===== config.mk =====
export PLATFORM = sky130hd
export DESIGN_NAME = repeater_transmit_key_timers_core_flat
export DESIGN_NICKNAME = d
export VERILOG_FILES = /design/src/rtkt_pkg.sv /design/src/rtkt_if.sv /design/src/repeater_transmit_key_timers_core.sv /design/src/flat_wrapper.sv
export SDC_FILE = /design/constraint.sdc
export NUM_CORES = 1
export LEC_CHECK = 0
export BUFFER_PORTS_ARGS = -buffer_cell sky130_fd_sc_hd__buf_4
export CORE_MARGIN = 2
export CORE_UTILIZATION = 61
export CTS_BUF_LIST = sky130_fd_sc_hd__clkbuf_8
export DETAILED_ROUTE_END_ITERATION = 16
export PLACE_DENSITY = 0.82
export SLEW_MARGIN = 20
export SYNTH_ARGS = -nofsm -noshare
export SYNTH_HDL_FRONTEND = slang
export SYNTH_SLANG_ARGS = --single-unit

===== constraint.sdc =====
create_clock -name clk -period 11.16 [get_ports clk]
set_input_delay 0.558 -clock clk [delete_from_list [all_inputs] [get_ports clk]]
set_output_delay 0.558 -clock clk [all_outputs]
set_load 0.02 [all_outputs]

===== src/rtkt_pkg.sv =====
// Shared types and constants for the repeater transmit key timers.
`timescale 1ns / 1ps

package rtkt_pkg;

    localparam int TIMER_W   = 22;
    localparam int ELAPSED_W = 8;
    localparam int APB_AW    = 4;
    localparam int APB_DW    = 32;

    localparam logic [TIMER_W-1:0] HANG_TIME_RST   = TIMER_W'(5000);
    localparam logic [TIMER_W-1:0] TIMEOUT_RST     = TIMER_W'(180000);
    localparam logic [TIMER_W-1:0] ID_INTERVAL_RST = TIMER_W'(300000);

    typedef enum logic [1:0] {
        REG_HANG_TIME   = 2'd0,
        REG_TIMEOUT     = 2'd1,
        REG_ID_INTERVAL = 2'd2
    } reg_idx_t;

    typedef enum logic [1:0] {
        KEY_NONE = 2'd0,
        KEY_ON   = 2'd1,
        KEY_OFF  = 2'd2
    } key_change_t;

    function automatic logic [TIMER_W-1:0] count_down(
        input logic [TIMER_W-1:0]   t,
        input logic [ELAPSED_W-1:0] d
    );
        logic [TIMER_W-1:0] dx;
        dx = TIMER_W'(d);
        return (t > dx) ? (t - dx) : '0;
    endfunction

endpackage


===== src/rtkt_if.sv =====
// Valid/ready channel interfaces for activity words and keying result words.
`timescale 1ns / 1ps

interface rtkt_in_if;
    logic                           valid;
    logic                           ready;
    logic                           rx_keyed;
    logic                           call_active;
    logic                           id_playing;
    logic                           announce_playing;
    logic [rtkt_pkg::ELAPSED_W-1:0] elapsed_ms;

    modport source (
        output valid, rx_keyed, call_active, id_playing, announce_playing, elapsed_ms,
        input  ready
    );
    modport sink (
        input  valid, rx_keyed, call_active, id_playing, announce_playing, elapsed_ms,
        output ready
    );
endinterface

interface rtkt_out_if;
    logic       valid;
    logic       ready;
    logic       tx_on;
    logic [1:0] key_change;
    logic       id_request;

    modport source (
        output valid, tx_on, key_change, id_request,
        input  ready
    );
    modport sink (
        input  valid, tx_on, key_change, id_request,
        output ready
    );
endinterface


===== src/repeater_transmit_key_timers_core.sv =====
// Repeater transmitter keying with hang, time-out and identification timers.
//
// in_ch carries one activity word per decision: the four activity levels and
// the milliseconds that pass after the decision. out_ch returns one word per
// input word: tx_on, the key/unkey edge and an ID request.
// A word accepted at one edge appears on out_ch after that edge. Throughput is
// one word per cycle while out_ch does not stall; the timer state updates at
// the accepting edge, so each decision sees the previous word's countdown.
// The result register decouples the sides: in_ch.ready is high whenever the
// result register is empty or is being taken, so a stalled receiver holds the
// current result and blocks new words only while it stalls.
// The APB port writes hang_time_ms (0x0), timeout_ms (0x4) and
// id_interval_ms (0x8), low 22 bits kept; reads return the register value.
// Reset restores the register defaults, clears all timers and leaves the
// transmitter unkeyed with no result pending.
`timescale 1ns / 1ps

module repeater_transmit_key_timers_core (
    input  logic                        clk,
    input  logic                        rst_n,
    input  logic                        psel,
    input  logic                        penable,
    input  logic                        pwrite,
    input  logic [rtkt_pkg::APB_AW-1:0] paddr,
    input  logic [rtkt_pkg::APB_DW-1:0] pwdata,
    output logic [rtkt_pkg::APB_DW-1:0] prdata,
    output logic                        pready,
    rtkt_in_if.sink                     in_ch,
    rtkt_out_if.source                  out_ch
);
    import rtkt_pkg::*;

    logic [TIMER_W-1:0] hang_time_reg, timeout_cfg_reg, id_interval_reg;
    logic [TIMER_W-1:0] hang_left_reg, timeout_left_reg, id_left_reg;
    logic [TIMER_W-1:0] hang_left_next, timeout_left_next, id_left_next;
    logic               tx_was_on_reg, tx_was_on_next;
    logic               out_valid_reg;
    logic               tx_on_reg, tx_on_next;
    key_change_t        key_change_reg, key_change_next;
    logic               id_request_reg, id_request_next;

    logic               wr_en, accept;
    reg_idx_t           reg_sel;
    logic               active, tx1, retry, tx;
    logic [TIMER_W-1:0] hang1, to1, to2, id1;

    assign pready  = 1'b1;
    assign reg_sel = reg_idx_t'(paddr[3:2]);
    assign wr_en   = psel & penable & pwrite & pready;

    always_comb
    begin
        case (reg_sel)
            REG_HANG_TIME:   prdata = APB_DW'(hang_time_reg);
            REG_TIMEOUT:     prdata = APB_DW'(timeout_cfg_reg);
            REG_ID_INTERVAL: prdata = APB_DW'(id_interval_reg);
            default:         prdata = '0;
        endcase
    end

    assign in_ch.ready = ~out_valid_reg | out_ch.ready;
    assign accept      = in_ch.valid & in_ch.ready;

    // keying decision, with one retry when a keyed receiver hits time-out in a call
    always_comb
    begin
        active = in_ch.rx_keyed | in_ch.call_active | in_ch.id_playing
               | in_ch.announce_playing;
        hang1  = active ? hang_time_reg : hang_left_reg;
        to1    = active ? timeout_left_reg : timeout_cfg_reg;
        tx1    = (active | (hang1 != '0)) & (to1 != '0);
        retry  = ~tx1 & (to1 == '0) & in_ch.call_active & in_ch.rx_keyed;
        to2    = retry ? timeout_cfg_reg : to1;
        tx     = retry ? (timeout_cfg_reg != '0) : tx1;

        id_request_next = tx & (id_left_reg == '0);
        id1             = id_request_next ? id_interval_reg : id_left_reg;

        tx_was_on_next  = tx;
        if (tx && !tx_was_on_reg)
            key_change_next = KEY_ON;
        else if (!tx && tx_was_on_reg)
            key_change_next = KEY_OFF;
        else
            key_change_next = KEY_NONE;
        tx_on_next = tx;

        hang_left_next    = count_down(hang1, in_ch.elapsed_ms);
        timeout_left_next = count_down(to2, in_ch.elapsed_ms);
        id_left_next      = count_down(id1, in_ch.elapsed_ms);
    end

    always_ff @(posedge clk or negedge rst_n)
    begin
        if (!rst_n)
        begin
            hang_time_reg    <= HANG_TIME_RST;
            timeout_cfg_reg  <= TIMEOUT_RST;
            id_interval_reg  <= ID_INTERVAL_RST;
            hang_left_reg    <= '0;
            timeout_left_reg <= '0;
            id_left_reg      <= '0;
            tx_was_on_reg    <= 1'b0;
            out_valid_reg    <= 1'b0;
        end
        else
        begin
            if (wr_en)
            begin
                case (reg_sel)
                    REG_HANG_TIME:   hang_time_reg   <= pwdata[TIMER_W-1:0];
                    REG_TIMEOUT:     timeout_cfg_reg <= pwdata[TIMER_W-1:0];
                    REG_ID_INTERVAL: id_interval_reg <= pwdata[TIMER_W-1:0];
                    default:         ;
                endcase
            end
            if (accept)
            begin
                hang_left_reg    <= hang_left_next;
                timeout_left_reg <= timeout_left_next;
                id_left_reg      <= id_left_next;
                tx_was_on_reg    <= tx_was_on_next;
                out_valid_reg    <= 1'b1;
            end
            else if (out_ch.ready)
            begin
                out_valid_reg    <= 1'b0;
            end
        end
    end

    // result payload, no reset needed
    always_ff @(posedge clk)
    begin
        if (accept)
        begin
            tx_on_reg      <= tx_on_next;
            key_change_reg <= key_change_next;
            id_request_reg <= id_request_next;
        end
    end

    assign out_ch.valid      = out_valid_reg;
    assign out_ch.tx_on      = tx_on_reg;
    assign out_ch.key_change = key_change_reg;
    assign out_ch.id_request = id_request_reg;

endmodule


===== src/flat_wrapper.sv =====
// flat-port wrapper written by rule: the top's interface ports become plain ports
module repeater_transmit_key_timers_core_flat import rtkt_pkg::*;
  (clk, rst_n, psel, penable, pwrite, paddr, pwdata, prdata, pready, in_ch_valid, in_ch_rx_keyed, in_ch_call_active, in_ch_id_playing, in_ch_announce_playing, in_ch_elapsed_ms, in_ch_ready, out_ch_valid, out_ch_tx_on, out_ch_key_change, out_ch_id_request, out_ch_ready);
  rtkt_in_if in_ch_i ();
  rtkt_out_if out_ch_i ();
  input  logic clk;
  input  logic rst_n;
  input  logic psel;
  input  logic penable;
  input  logic pwrite;
  input  logic [rtkt_pkg::APB_AW-1:0] paddr;
  input  logic [rtkt_pkg::APB_DW-1:0] pwdata;
  output logic [rtkt_pkg::APB_DW-1:0] prdata;
  output logic pready;
  input wire logic [$bits(in_ch_i.valid)-1:0] in_ch_valid;
  input wire logic [$bits(in_ch_i.rx_keyed)-1:0] in_ch_rx_keyed;
  input wire logic [$bits(in_ch_i.call_active)-1:0] in_ch_call_active;
  input wire logic [$bits(in_ch_i.id_playing)-1:0] in_ch_id_playing;
  input wire logic [$bits(in_ch_i.announce_playing)-1:0] in_ch_announce_playing;
  input wire logic [$bits(in_ch_i.elapsed_ms)-1:0] in_ch_elapsed_ms;
  output wire logic [$bits(in_ch_i.ready)-1:0] in_ch_ready;
  output wire logic [$bits(out_ch_i.valid)-1:0] out_ch_valid;
  output wire logic [$bits(out_ch_i.tx_on)-1:0] out_ch_tx_on;
  output wire logic [$bits(out_ch_i.key_change)-1:0] out_ch_key_change;
  output wire logic [$bits(out_ch_i.id_request)-1:0] out_ch_id_request;
  input wire logic [$bits(out_ch_i.ready)-1:0] out_ch_ready;
  assign in_ch_i.valid = in_ch_valid;
  assign in_ch_i.rx_keyed = in_ch_rx_keyed;
  assign in_ch_i.call_active = in_ch_call_active;
  assign in_ch_i.id_playing = in_ch_id_playing;
  assign in_ch_i.announce_playing = in_ch_announce_playing;
  assign in_ch_i.elapsed_ms = in_ch_elapsed_ms;
  assign in_ch_ready = in_ch_i.ready;
  assign out_ch_valid = out_ch_i.valid;
  assign out_ch_tx_on = out_ch_i.tx_on;
  assign out_ch_key_change = out_ch_i.key_change;
  assign out_ch_id_request = out_ch_i.id_request;
  assign out_ch_i.ready = out_ch_ready;
  repeater_transmit_key_timers_core u_core (.clk(clk), .rst_n(rst_n), .psel(psel), .penable(penable), .pwrite(pwrite), .paddr(paddr), .pwdata(pwdata), .prdata(prdata), .pready(pready), .in_ch(in_ch_i), .out_ch(out_ch_i));
endmodule

-- After elaboration in Yosys (flattened, before gate mapping)
Index checks and enable logic that the tools add are counted.
- register bits after elaboration: 138
- bits of input ports: 55
- output and inout port bits: 39
- add/subtract/negate cells: 3
- magnitude comparators: 3
- equal/unequal tests: 2
- muxes and demuxes: 12
- bitwise operators: 15
- reductions and logical operators: 14
- operators by type and width (operator ; number):
    $mux W22 ; 7
    $gt A22 B8 Y1 ; 3
    $pmux W22 S3 ; 1
    $reduce_bool A22 Y1 ; 3
    $sub A22 B8 Y22 ; 3
    $logic_not A22 Y1 ; 2
    $and A1 B1 Y1 ; 8
    $reduce_and A2 Y1 ; 3
    $or A1 B1 Y1 ; 5
    $mux W1 ; 3
    $eq A2 B1 Y1 const B ; 1
    $eq A2 B2 Y1 const B ; 1
    $logic_and A1 B1 Y1 ; 2
    $logic_not A1 Y1 ; 2
    $logic_not A2 Y1 ; 1
    $mux W2 ; 1
    $not A1 Y1 ; 2
    $reduce_bool A2 Y1 ; 1

-- Longest topological paths before layout
Gate-level depths: netlist of run 1.
- depth after elaboration: 16
- mapped depth: 23

-- Least setup slack after synthesis of run 1
No wires, ideal clock.
- kind: register -> register
- start point: reg u_core.timeout_cfg_reg[14]
- end point: reg u_core.id_left_reg[21]
- library setup time: 123 ps
- arrival: 5163 ps
- required time: 11037 ps
- path slack: 5875 ps
- stages on the path, launching flop included: 20
- path buffers: 3
- period minus slack after synthesis: 5285 ps
- cell sequence: dfrtp_1 > or3_1 > buf_2 > or3_1 > or4_4 > and3_4 > o21ai_4 > inv_4 > clkbuf_1 > buf_1 > a21o_1 > ha_1 > nor2b_1 > o31a_1 > o31a_1 > o21a_1 > nand2b_1 > a211o_1 > or4_1 > o221a_2
- longest elaborated chain between the ends: 12
- elaborated cells on any way between the ends: 15
- those cells by class: 1 x add/sub; 1 x order compare; 4 x mux; 6 x bitwise; 3 x reduce/logical
- RTL lines (what ; line ; source):
    start: declaration ; repeater_transmit_key_timers_core.sv:33 ; logic [TIMER_W-1:0] hang_time_reg, timeout_cfg_reg, id_interval_reg;
    start signal: assignment ; repeater_transmit_key_timers_core.sv:112 ; REG_TIMEOUT: timeout_cfg_reg <= pwdata[TIMER_W-1:0];
    $mux W22 ; repeater_transmit_key_timers_core.sv:70 ; to1 = active ? timeout_left_reg : timeout_cfg_reg;
    $reduce_bool A22 Y1 ; repeater_transmit_key_timers_core.sv:71 ; tx1 = (active | (hang1 != '0)) & (to1 != '0);
    $and A1 B1 Y1 ; repeater_transmit_key_timers_core.sv:71 ;
    $not A1 Y1 ; repeater_transmit_key_timers_core.sv:72 ; retry = ~tx1 & (to1 == '0) & in_ch.call_active & in_ch.rx_keyed;
    $and A1 B1 Y1 (3 in series) ; repeater_transmit_key_timers_core.sv:72 ;
    $mux W1 (*) ; repeater_transmit_key_timers_core.sv:74 ; tx = retry ? (timeout_cfg_reg != '0) : tx1;
    $and A1 B1 Y1 (*) ; repeater_transmit_key_timers_core.sv:76 ; id_request_next = tx & (id_left_reg == '0);
    named net u_core.id_request_next ; repeater_transmit_key_timers_core.sv:40 ; logic id_request_reg, id_request_next;
    $mux W22 (*) ; repeater_transmit_key_timers_core.sv:77 ; id1 = id_request_next ? id_interval_reg : id_left_reg;
    $sub A22 B8 Y22 / $gt A22 B8 Y1 (equally long branches) ; rtkt_pkg.sv:33 ; return (t > dx) ? (t - dx) : '0;
    $mux W22 (*) ; rtkt_pkg.sv:33 ;
    end signal: assignment ; repeater_transmit_key_timers_core.sv:121 ; id_left_reg <= id_left_next;
    end: declaration ; repeater_transmit_key_timers_core.sv:34 ; logic [TIMER_W-1:0] hang_left_reg, timeout_left_reg, id_left_reg;
Mark *: on every way through the listed nets, which the timed path passes. The rest lies on a longest branch.
A chain may end at the register's enable or synchronous reset.

-- Worst setup path in the final report of run 1
- start point: reg u_core.timeout_cfg_reg[14]
- end point: reg u_core.id_left_reg[10]
- longest elaborated chain between the ends: 12
- elaborated cells on any way between the ends: 15
- those cells by class: 1 x add/sub; 1 x order compare; 4 x mux; 6 x bitwise; 3 x reduce/logical
- RTL lines (what ; line):
    $mux W22 ; repeater_transmit_key_timers_core.sv:70
    $reduce_bool A22 Y1 ; repeater_transmit_key_timers_core.sv:71
    $and A1 B1 Y1 ; repeater_transmit_key_timers_core.sv:71
    $not A1 Y1 ; repeater_transmit_key_timers_core.sv:72
    $and A1 B1 Y1 (3 in series) ; repeater_transmit_key_timers_core.sv:72
    $mux W1 (*) ; repeater_transmit_key_timers_core.sv:74
    $and A1 B1 Y1 (*) ; repeater_transmit_key_timers_core.sv:76
    $mux W22 (*) ; repeater_transmit_key_timers_core.sv:77
    $sub A22 B8 Y22 / $gt A22 B8 Y1 (equally long branches) ; rtkt_pkg.sv:33
    $mux W22 (*) ; rtkt_pkg.sv:33
Mark *: on every way between the ends. The rest lies on a longest branch, timed or not.

==> qor.txt, run 1 <==
initial DRC count -> 933
Ant. Diodes -> 0
global route overflow -> 0
Layout area overhead -> 11.8%
status -> completed
CTS tree -> built
Yosys cell types -> 70
via count -> 8353
via/cell ratio -> 6.59
Post-CTS Setup Bufs -> 0
first-pass GRT wire length -> 41700 um
max cap viols -> 0
post-synthesis sequential area ratio -> 38.1%
hpwl dp -> 17900 um
clk root buf -> clkbuf_8
crit path time final -> 5.80 ns
Max rail drop VDD -> 184 uV
core area -> 14600 um^2
Hold-fix buffers, CTS -> 0
clk sinks -> 138
layout cells sized above 1 -> 20.8%
num rows -> 44
Final Setup Violations -> 0
Synth Instances -> 1017
most frequent cells in the layout -> 140 x nand2_1, 112 x dfrtp_1, 81 x buf_4
final hold violations -> 0
Avg Inst Size Synth -> 9.04 um^2
RSZ-0062 raised after global routing -> false
I/O Buffers -> 70
Worst Hold Class -> input pin to asynchronous set/reset pin
max-slew violations -> 0
synth top area cells -> dfrtp_1 31%, mux2_2 8.2%, dfstp_2 6.3%
ys async rst share -> 97.1%
crit path DAT -> 6.16 ns
commonest non-fill, non-tap cell in the layout -> nand2_1
Die Height -> 127 um
Worst-Margin Slew -> 1.08 ns
register area -> 3500 um^2
DRC viols -> 0
multi-input logic area -> 5410 um^2
area leader, netlist -> dfrtp_1
critical path class -> flip-flop to flip-flop
clock-pin slew on the worst setup and hold paths -> 0.09 ns
number of synthesized flops with an enable pin -> 4
H-tree Lvls -> 4
# IOs -> 94
clock skew -> 0.0166 ns
wire per inst -> 19.9 um
TritonCTS Buffers -> 17
clock network latency to the later pin of the worst-skew pair -> 0.47 ns
Die W -> 127 um
sum of negative setup slack -> 0 ns
WP data required -> 11.52 ns
PwrDens -> 212 nW/um^2
drt pass-1 iters -> 6
slew margin rel. -> 27.8%
Mapped Area -> 9190 um^2
Worst Setup Slack post-DPL -> 5.04 ns
vias in the first global route -> 7929
filler cell count -> 1132
Critical Path Sink Type -> flip-flop
post-route ant nets -> 0
Yosys top cell area share -> 30.5%
Final #Nets -> 1152
CTS Buffer Depth -> 2
synthesized flop and latch total -> 138
worst setup margin -> 5.36 ns
Routed WL -> 25200 um
Startpoint Class -> flip-flop
post-cts resize count -> 0
GPL Wtd Cong -> 0.938
initial antenna violation count -> 0
Starting Density -> 62.7%
die area -> 16100 um^2
main flop type after synthesis -> dfrtp_1
largest net degree at the start of global routing -> 86
Max Fclk -> 0.172 GHz
LEAKAGE -> 4.40 nW
final period utilization -> 52.0%
Max FO, Critical Path -> 37
Total Routing Usage GR -> 32.6%
Synth warnings -> 0
## Yosys cell counts, drive strengths merged, types with 12 or more instances
cell      n
or3      22
mux2     67
a22o     15
clkbuf   39
a21o     18
o21ai    79
nand2   141
ha       24
or4      12
dfrtp   112
nand2b   12
inv      22
mux2i    32
nor2     62
nor4     14
nand3    15
xnor2    20
o31ai    17
buf      18
nor3     40
xor2     15
dfstp    22
a21oi    43
## stage by stage
| step | cell area [um^2] | std cells | hold slack (ns) | total power [mW] | util, % |
|---|---|---|---|---|---|
| finish | 10300 | 1267 | 0.148 | 2.17 | 70.1 |
| global route | 10300 | 1267 | 0.210 | 2.32 | 70.1 |
| CTS | 10300 | 1267 | 0.174 | 2.16 | 70.1 |
| detailed placement | 9840 | 1235 | 0.485 | 1.71 | 67.2 |
| global placement | 9840 | 1235 | 0.480 | 1.68 | 67.2 |
| floorplan | 9220 | 1026 | 0.262 | 1.46 | - |
## path summary, 6_finish.rpt
check	slack [ns]	cells after the start	to	start
min in group clk	0.29	2	u_core.out_ch.valid	in_ch_valid
max in group asynchronous	9.87	2	u_core.id_left_reg[15]	rst_n
hold reg to reg	0.50	2	u_core.tx_was_on_reg	u_core.tx_was_on_reg
hold / removal	0.15	1	u_core.timeout_left_reg[7]	rst_n
setup reg to reg	5.36	18	u_core.id_left_reg[10]	u_core.timeout_cfg_reg[14]
setup / recovery	5.36	18	u_core.id_left_reg[10]	u_core.timeout_cfg_reg[14]
## power by group
part | switching (mW) | leakage (nW) | internal (mW)
clock | 0.214 | 0.206 | 0.234
combinational | 0.470 | 2.55 | 0.400
sequential | 0.188 | 1.64 | 0.667
total | 0.872 | 4.40 | 1.30
## cell families after synthesis
logic type               count (synthesis)  synth area share [%]
AO/OA/AOI/OAI                          277                  20.5
adder cells (fa/ha/maj)                 27                  3.92
flip-flops                             138                  38.1
XOR/XNOR                                35                  3.34
buffers and inverters                   79                  3.72
other                                    2                0.0817
AND/OR/NAND/NOR                        360                  18.7
multiplexers                            99                  11.7
## worst max-delay path, cell delays in order (launching register included)
cell	delay, ns
dfrtp_1	0.45
or3_1	0.49
or3_1	0.43
or4_4	0.59
and3_4	0.21
o21ai_4	0.29
inv_4	0.22
a21oi_1	0.22
ha_1	0.19
inv_1	0.06
fa_1	0.40
a21oi_1	0.21
o22ai_1	0.17
o21ai_0	0.37
o21ai_0	0.17
a31oi_1	0.49
buf_4	0.35
o21ai_0	0.14
a22o_1	0.22
## per-layer routing
metal | track usage [%] | vias up | part of all wire (%)
met4 | 10.8 | 0 | 2.4
met5 | 0 | - | 0
li1 | - | 3854 | -
met1 | 45.5 | 4061 | 44
met2 | 50.8 | 372 | 46
met3 | 7.30 | 66 | 8.0
## final cells by class
class | instances | area share (%)
clock inverter | 13 | 1.63
timing repair buffer | 82 | 6.03
tap | 184 | 2.24
sequential | 138 | 34.1
inverter | 22 | 0.828
clock buffer | 19 | 2.55
multi-input combinational | 809 | 52.6
Power figures use the tool's default switching activity.
==> run 2, diff against run 1 <==
==> constraint.sdc (replaced) <==
create_clock -name clk -period 6.01 [get_ports clk]
set_input_delay 0.3005 -clock clk [delete_from_list [all_inputs] [get_ports clk]]
set_output_delay 0.3005 -clock clk [all_outputs]
set_load 0.02 [all_outputs]
==> qor.txt, run 2 (synthesized netlist as in run 1, its figures left out) <==
Hold-fix buffers, CTS -> 1 (+1)
hpwl dp -> 18200 um (+1.6%)
slew margin rel. -> 28.4% (+0.58 points)
drt pass-1 iters -> 6 (unchanged)
H-tree Lvls -> 4 (unchanged)
Endpoint, Worst Hold -> u_core.out_ch.valid
met1 usage -> 44.5% (-0.94 points)
GR met3 Demand/Resource -> 6.83% (-0.46 points)
DRC viols -> 0 (unchanged)
num rows -> 44 (unchanged)
power after layout -> 4.03 mW (+85%)
RR Endpoint -> u_core.id_left_reg[21]
post-route ant nets -> 0 (unchanged)
Max FO, Critical Path -> 6 (-84%)
initial antenna violation count -> 0 (unchanged)
Startpoint Class -> flip-flop
hold slack final -> 0.0361 ns (-0.112 ns)
final hold violations -> 0 (unchanged)
Die Height -> 127 um (unchanged)
CTS Buffer Depth -> 2 (unchanged)
Starting Density -> 62.7% (unchanged)
core area -> 14600 um^2 (unchanged)
Final Setup Violations -> 0 (unchanged)
# IOs -> 94 (unchanged)
clk root buf -> clkbuf_8
RR Startpoint -> u_core.timeout_cfg_reg[14]
TritonCTS Buffers -> 17 (unchanged)
start point of the worst hold path -> in_ch_valid
clk sinks -> 138 (unchanged)
worst reg-to-reg setup slack -> 0.75 ns (-4.61 ns)
Die W -> 127 um (unchanged)
layer with the highest usage -> met2
I/O Buffers -> 70 (unchanged)
Routed WL -> 25000 um (-0.86%)
via/cell ratio -> 6.46 (-2.0%)
wire per inst -> 19.6 um (-1.6%)
post-cts resize count -> 0 (unchanged)
Max rail drop VDD -> 257 uV (+40%)
commonest non-fill, non-tap cell in the layout -> nand2_1
filler cell count -> 1139 (+0.62%)
placed standard-cell area -> 9900 um^2 (+0.56%)
Final #Nets -> 1161 (+0.78%)
Worst Hold Class -> input pin to flip-flop
crit path DAT -> 5.63 ns (-0.53 ns)
worst path cell trace -> or3_1 -> or3_1 -> or4_4 -> and3_4 -> o21ai_4 -> inv_4 -> a21o_1 -> ha_1 -> nor2b_1 -> o31a_1 -> o31a_1 -> o21a_1 -> nand2b_1 -> a211o_1 -> or4_1 -> o221a_2
vias in the first global route -> 7860 (-0.87%)
die area -> 16100 um^2 (unchanged)
hold path cells -> 2
Ant. Diodes -> 0 (unchanged)
GRT met2 Usage -> 51.4% (+0.57 points)
WP data required -> 6.38 ns (-5.14 ns)
clock skew -> 0.0194 ns (+0.00282 ns)
Critical-path top delay cell -> or4_4
via count -> 8243 (-1.3%)
status -> completed
crit path time final -> 5.26 ns (-0.536 ns)
RSZ-0062 raised after global routing -> false
R2R cell count -> 16 (-2)
Worst-Margin Slew -> 1.07 ns (-0.00869 ns)
critical path class -> flip-flop to flip-flop
Critical Path Sink Type -> flip-flop
CTS tree -> built
Layout area overhead -> 12.4%
max-slew violations -> 0 (unchanged)
layout cells sized above 1 -> 21.3% (+0.56 points)
Finished Cell Area -> 10300 um^2 (+0.60%)
Total Routing Usage GR -> 32.3% (-0.28 points)
clock network latency to the later pin of the worst-skew pair -> 0.47 ns (about the same)
GPL Wtd Cong -> 0.952 (+1.5%)
largest net degree at the start of global routing -> 80 (-7.0%)
initial DRC count -> 829 (-11%)
first-pass GRT wire length -> 41100 um (-1.5%)
LEAKAGE -> 4.45 nW (+1.2%)
sum of negative setup slack -> 0 ns (unchanged)
Max Fclk -> 0.190 GHz (+10%)
Largest stage delay, worst path -> 0.58 ns (about the same)
clock-pin slew on the worst setup and hold paths -> 0.09 ns (about the same)
final period utilization -> 87.6% (+36 points)
max cap viols -> 0 (unchanged)
most frequent cells in the layout -> 140 x nand2_1, 112 x dfrtp_1, 89 x buf_4
global route overflow -> 0 (unchanged)
PwrDens -> 390 nW/um^2 (+84%)
Post-CTS Setup Bufs -> 0 (unchanged)
-- run 2: cell count changes in the layout (fill, tap and decap cells not counted), moves of 2 or more --
cell	delta
buf_4	+8
clkinvlp_4	-3
inv_6	+2
inv_8	+2
-- run 2: metal layers --
metal  wire length [um]  vias up
met5                  0        -
met4                480        0
met3               1990       42
met2              11900      346
met1              10700     3974
li1                   -     3881
-- run 2: per-stage QoR --
| step | cells | utilization (%) | setup WS, ns |
|---|---|---|---|
| floorplan | 1026 | - | 0.725 |
| global route | 1276 | 70.6 | 0.592 |
| global placement | 1243 | 67.6 | 0.808 |
| CTS | 1276 | 70.6 | 0.797 |
| finish | 1276 | 70.6 | 0.747 |
| detailed placement | 1243 | 67.6 | 0.740 |
-- run 2: worst max path at each step --
stage                             endpoint  slack [ns]                       start  cells past startpoint
3_5_place_dp   u_core.timeout_left_reg[21]        0.74              in_ch_rx_keyed                     20
4_1_cts             u_core.id_left_reg[21]        0.80  u_core.timeout_cfg_reg[14]                     16
5_1_grt             u_core.id_left_reg[21]        0.59  u_core.timeout_cfg_reg[14]                     19
6_report            u_core.id_left_reg[21]        0.75  u_core.timeout_cfg_reg[14]                     16
3_3_place_gp        u_core.id_left_reg[21]        0.81              in_ch_rx_keyed                     18
2_1_floorplan       u_core.id_left_reg[21]        0.72  u_core.timeout_cfg_reg[14]                     19
-- run 2: power breakdown --
group | leakage, nW | total [mW] | switching (mW) | internal [mW]
combinational | 2.60 | 1.62 | 0.866 | 0.758
clock | 0.215 | 0.816 | 0.402 | 0.414
sequential | 1.64 | 1.59 | 0.351 | 1.24
total | 4.45 | 4.03 | 1.62 | 2.41
-- run 2: final cells by class --
type | count | area, um^2 | share of cell area (%)
multi-input cells | 809 | 5400 | 52.3
flip-flops and latches | 138 | 3500 | 33.9
repair buffers | 91 | 689 | 6.67
clock buffers | 20 | 275 | 2.66
well taps | 184 | 230 | 2.23
clock inverters | 12 | 151 | 1.47
inverters | 22 | 85.1 | 0.823
-- run 2: critical path, delay by kind of cell, from the launching register on --
family	cells	cell delay, ns
AOI/OAI and AO/OA	7	1.77
and+or+nand+nor	7	2.57
DFF	1	0.44
adders and majority gates	1	0.29
buffers and inverters	1	0.08
==> run 3, diff against run 2 <==
--- a/config.mk
+++ b/config.mk
@@ -7,10 +7,10 @@
 export LEC_CHECK = 0
 export BUFFER_PORTS_ARGS = -buffer_cell sky130_fd_sc_hd__buf_4
 export CORE_MARGIN = 2
-export CORE_UTILIZATION = 61
+export CORE_UTILIZATION = 45
 export CTS_BUF_LIST = sky130_fd_sc_hd__clkbuf_8
 export DETAILED_ROUTE_END_ITERATION = 16
-export PLACE_DENSITY = 0.82
+export PLACE_DENSITY = 0.64
 export SLEW_MARGIN = 20
 export SYNTH_ARGS = -nofsm -noshare
 export SYNTH_HDL_FRONTEND = slang
==> qor.txt, run 3 (synthesized netlist as in run 1, its figures left out) <==
PwrDens -> 387 nW/um^2 (-0.69%)
commonest non-fill, non-tap cell in the layout -> nand2_1
worst reg-to-reg setup slack -> 0.56 ns (-0.18 ns)
largest net degree at the start of global routing -> 81 (+1.3%)
via/cell ratio -> 5.99 (-7.2%)
hold slack final -> 0.0525 ns (+0.0164 ns)
status -> completed
Starting Density -> 45.7% (-17 points)
first-pass GRT wire length -> 42200 um (+2.7%)
internal power -> 2.44 mW (+1.0%)
final hold violations -> 0 (unchanged)
die area -> 21600 um^2 (+34%)
final period utilization -> 90.6% (+3.0 points)
most frequent cells in the layout -> 140 x nand2_1, 112 x dfrtp_1, 87 x buf_4
H-tree Lvls -> 4 (unchanged)
RR Endpoint -> u_core.id_left_reg[14]
RSZ-0062 raised after global routing -> false
clock-pin slew on the worst setup and hold paths -> 0.08 ns (about the same)
sum of negative setup slack -> 0 ns (unchanged)
DP Cell Count -> 1327 (+6.8%)
critical path class -> flip-flop to flip-flop
clock group share of total power -> 20.4% (about the same)
WP data required -> 6.37 ns (about the same)
clock skew -> 0.0110 ns (-0.00835 ns)
Final #Nets -> 1159 (-0.17%)
Total Routing Usage GR -> 24.7% (-7.5 points)
Layout area overhead -> 13.5%
CTS tree -> built
DRC viols -> 0 (unchanged)
post-route ant nets -> 0 (unchanged)
Critical Path Sink Type -> flip-flop
start point of the worst hold path -> in_ch_valid
crit path time final -> 5.45 ns (+0.183 ns)
Die Height -> 147 um (+16%)
drt pass-1 iters -> 5 (-1)
Flop pwr share -> 39.3% (about the same)
Die W -> 147 um (+16%)
max cap viols -> 0 (unchanged)
crit path DAT -> 5.80 ns (+0.17 ns)
Worst-Margin Slew -> 1.10 ns (+0.0297 ns)
num rows -> 52 (+18%)
via count -> 8149 (-1.1%)
Max Fclk -> 0.184 GHz (-3.4%)
hold path cells -> 2 (unchanged)
Gate power share -> 40.3% (about the same)
Endpoint, Worst Hold -> u_core.out_ch.valid
Ant. Diodes -> 0 (unchanged)
Startpoint Class -> flip-flop
# IOs -> 94 (unchanged)
clk root buf -> clkbuf_8
layout cells sized above 1 -> 21.1% (-0.24 points)
wire per inst -> 19.3 um (-1.6%)
I/O Buffers -> 70 (unchanged)
LEAKAGE -> 4.43 nW (-0.45%)
Max rail drop VDD -> 256 uV (-0.24%)
CTS Buffer Depth -> 2 (unchanged)
post-cts resize count -> 0 (unchanged)
core area -> 20100 um^2 (+37%)
Sw Ratio -> 39.7% (-0.49 points)
clk sinks -> 138 (unchanged)
slew margin rel. -> 26.4% (-2.0 points)
Worst Hold Class -> input pin to flip-flop
clock network latency to the later pin of the worst-skew pair -> 0.46 ns (about the same)
TritonCTS Buffers -> 17 (unchanged)
initial antenna violation count -> 0 (unchanged)
R2R cell count -> 19 (+3)
global route overflow -> 0 (unchanged)
max-slew violations -> 0 (unchanged)
Routed WL -> 26200 um (+4.9%)
Final Setup Violations -> 0 (unchanged)
GPL Wtd Cong -> 0.904 (-5.0%)
initial DRC count -> 637 (-23%)
Post-Layout Cell Count -> 1360 (+6.6%)
vias in the first global route -> 7708 (-1.9%)
Max FO, Critical Path -> 19 (+13)
RR Startpoint -> u_core.timeout_cfg_reg[14]
hpwl dp -> 19000 um (+4.7%)
fin util -> 51.9% (-19 points)
Psw -> 1.60 mW (-1.0%)
power after layout -> 4.04 mW (+0.22%)
## run 3: final cells by class
| class | count | area [um^2] |
|---|---|---|
| Clock inverter | 12 | 149 |
| Inverter | 22 | 85.1 |
| Tap cell | 270 | 338 |
| Fill cell | 1889 | 9680 |
| Timing Repair Buffer | 89 | 674 |
| Multi-Input combinational cell | 809 | 5410 |
| Clock buffer | 20 | 275 |
| Sequential cell | 138 | 3500 |
## run 3: stage by stage
step | instance area [um^2] | worst slack (ns)
floorplan | 9220 | 0.725
global route | 10400 | 0.309
detailed placement | 9990 | 0.662
CTS | 10400 | 0.651
global placement | 9990 | 0.646
finish | 10400 | 0.564
## run 3: critical path, stage by stage, from the launching register on
cell and delay, ns:
dfrtp_1 0.44, or3_1 0.48, or3_1 0.41, or4_4 0.57
and3_4 0.20, o21ai_4 0.33, inv_4 0.08, a21oi_1 0.16
ha_1 0.19, inv_1 0.06, fa_1 0.40, a21oi_1 0.21
o22ai_1 0.17, o21ai_0 0.45, o21ai_0 0.17, a31oi_1 0.21
buf_4 0.29, nand2b_1 0.32, a21o_1 0.12, nand2_1 0.04
## run 3: timing repair
| item | in CTS | in global routing |
|---|---|---|
| hold endpoints to repair | 52 | 0 |
| setup buffers | 0 | 0 |
| hold buffers | 1 | 0 |
## run 3: power groups by stage
stage                     Combinational (mW)  Clock [mW]  Sequential, mW
after floorplan                         1.25           0            1.47
after global placement                  1.59           0            1.59
after detailed placement                1.62           0            1.60
after CTS                               1.62       0.838            1.58
after global routing                    1.83       0.876            1.63
final                                   1.63       0.823            1.59
## run 3: how the worst max path moves through the flow
stage                                   to                  startpoint  slack [ns]  cells past startpoint
floorplan           u_core.id_left_reg[21]  u_core.timeout_cfg_reg[14]        0.72                     19
global route        u_core.id_left_reg[14]  u_core.timeout_cfg_reg[14]        0.31                     19
detailed placement  u_core.id_left_reg[20]              in_ch_rx_keyed        0.66                     18
finish              u_core.id_left_reg[14]  u_core.timeout_cfg_reg[14]        0.56                     19
CTS                 u_core.id_left_reg[14]  u_core.timeout_cfg_reg[14]        0.65                     19
global placement    u_core.id_left_reg[14]              in_ch_rx_keyed        0.65                     19
## run 3: layer usage
layer	vias up	global-route usage, %	wire length, um
met5	-	0	0
met1	3975	35.7	12400
li1	3868	-	-
met2	270	38.1	11800
met4	0	8.46	687
met3	36	3.91	1330
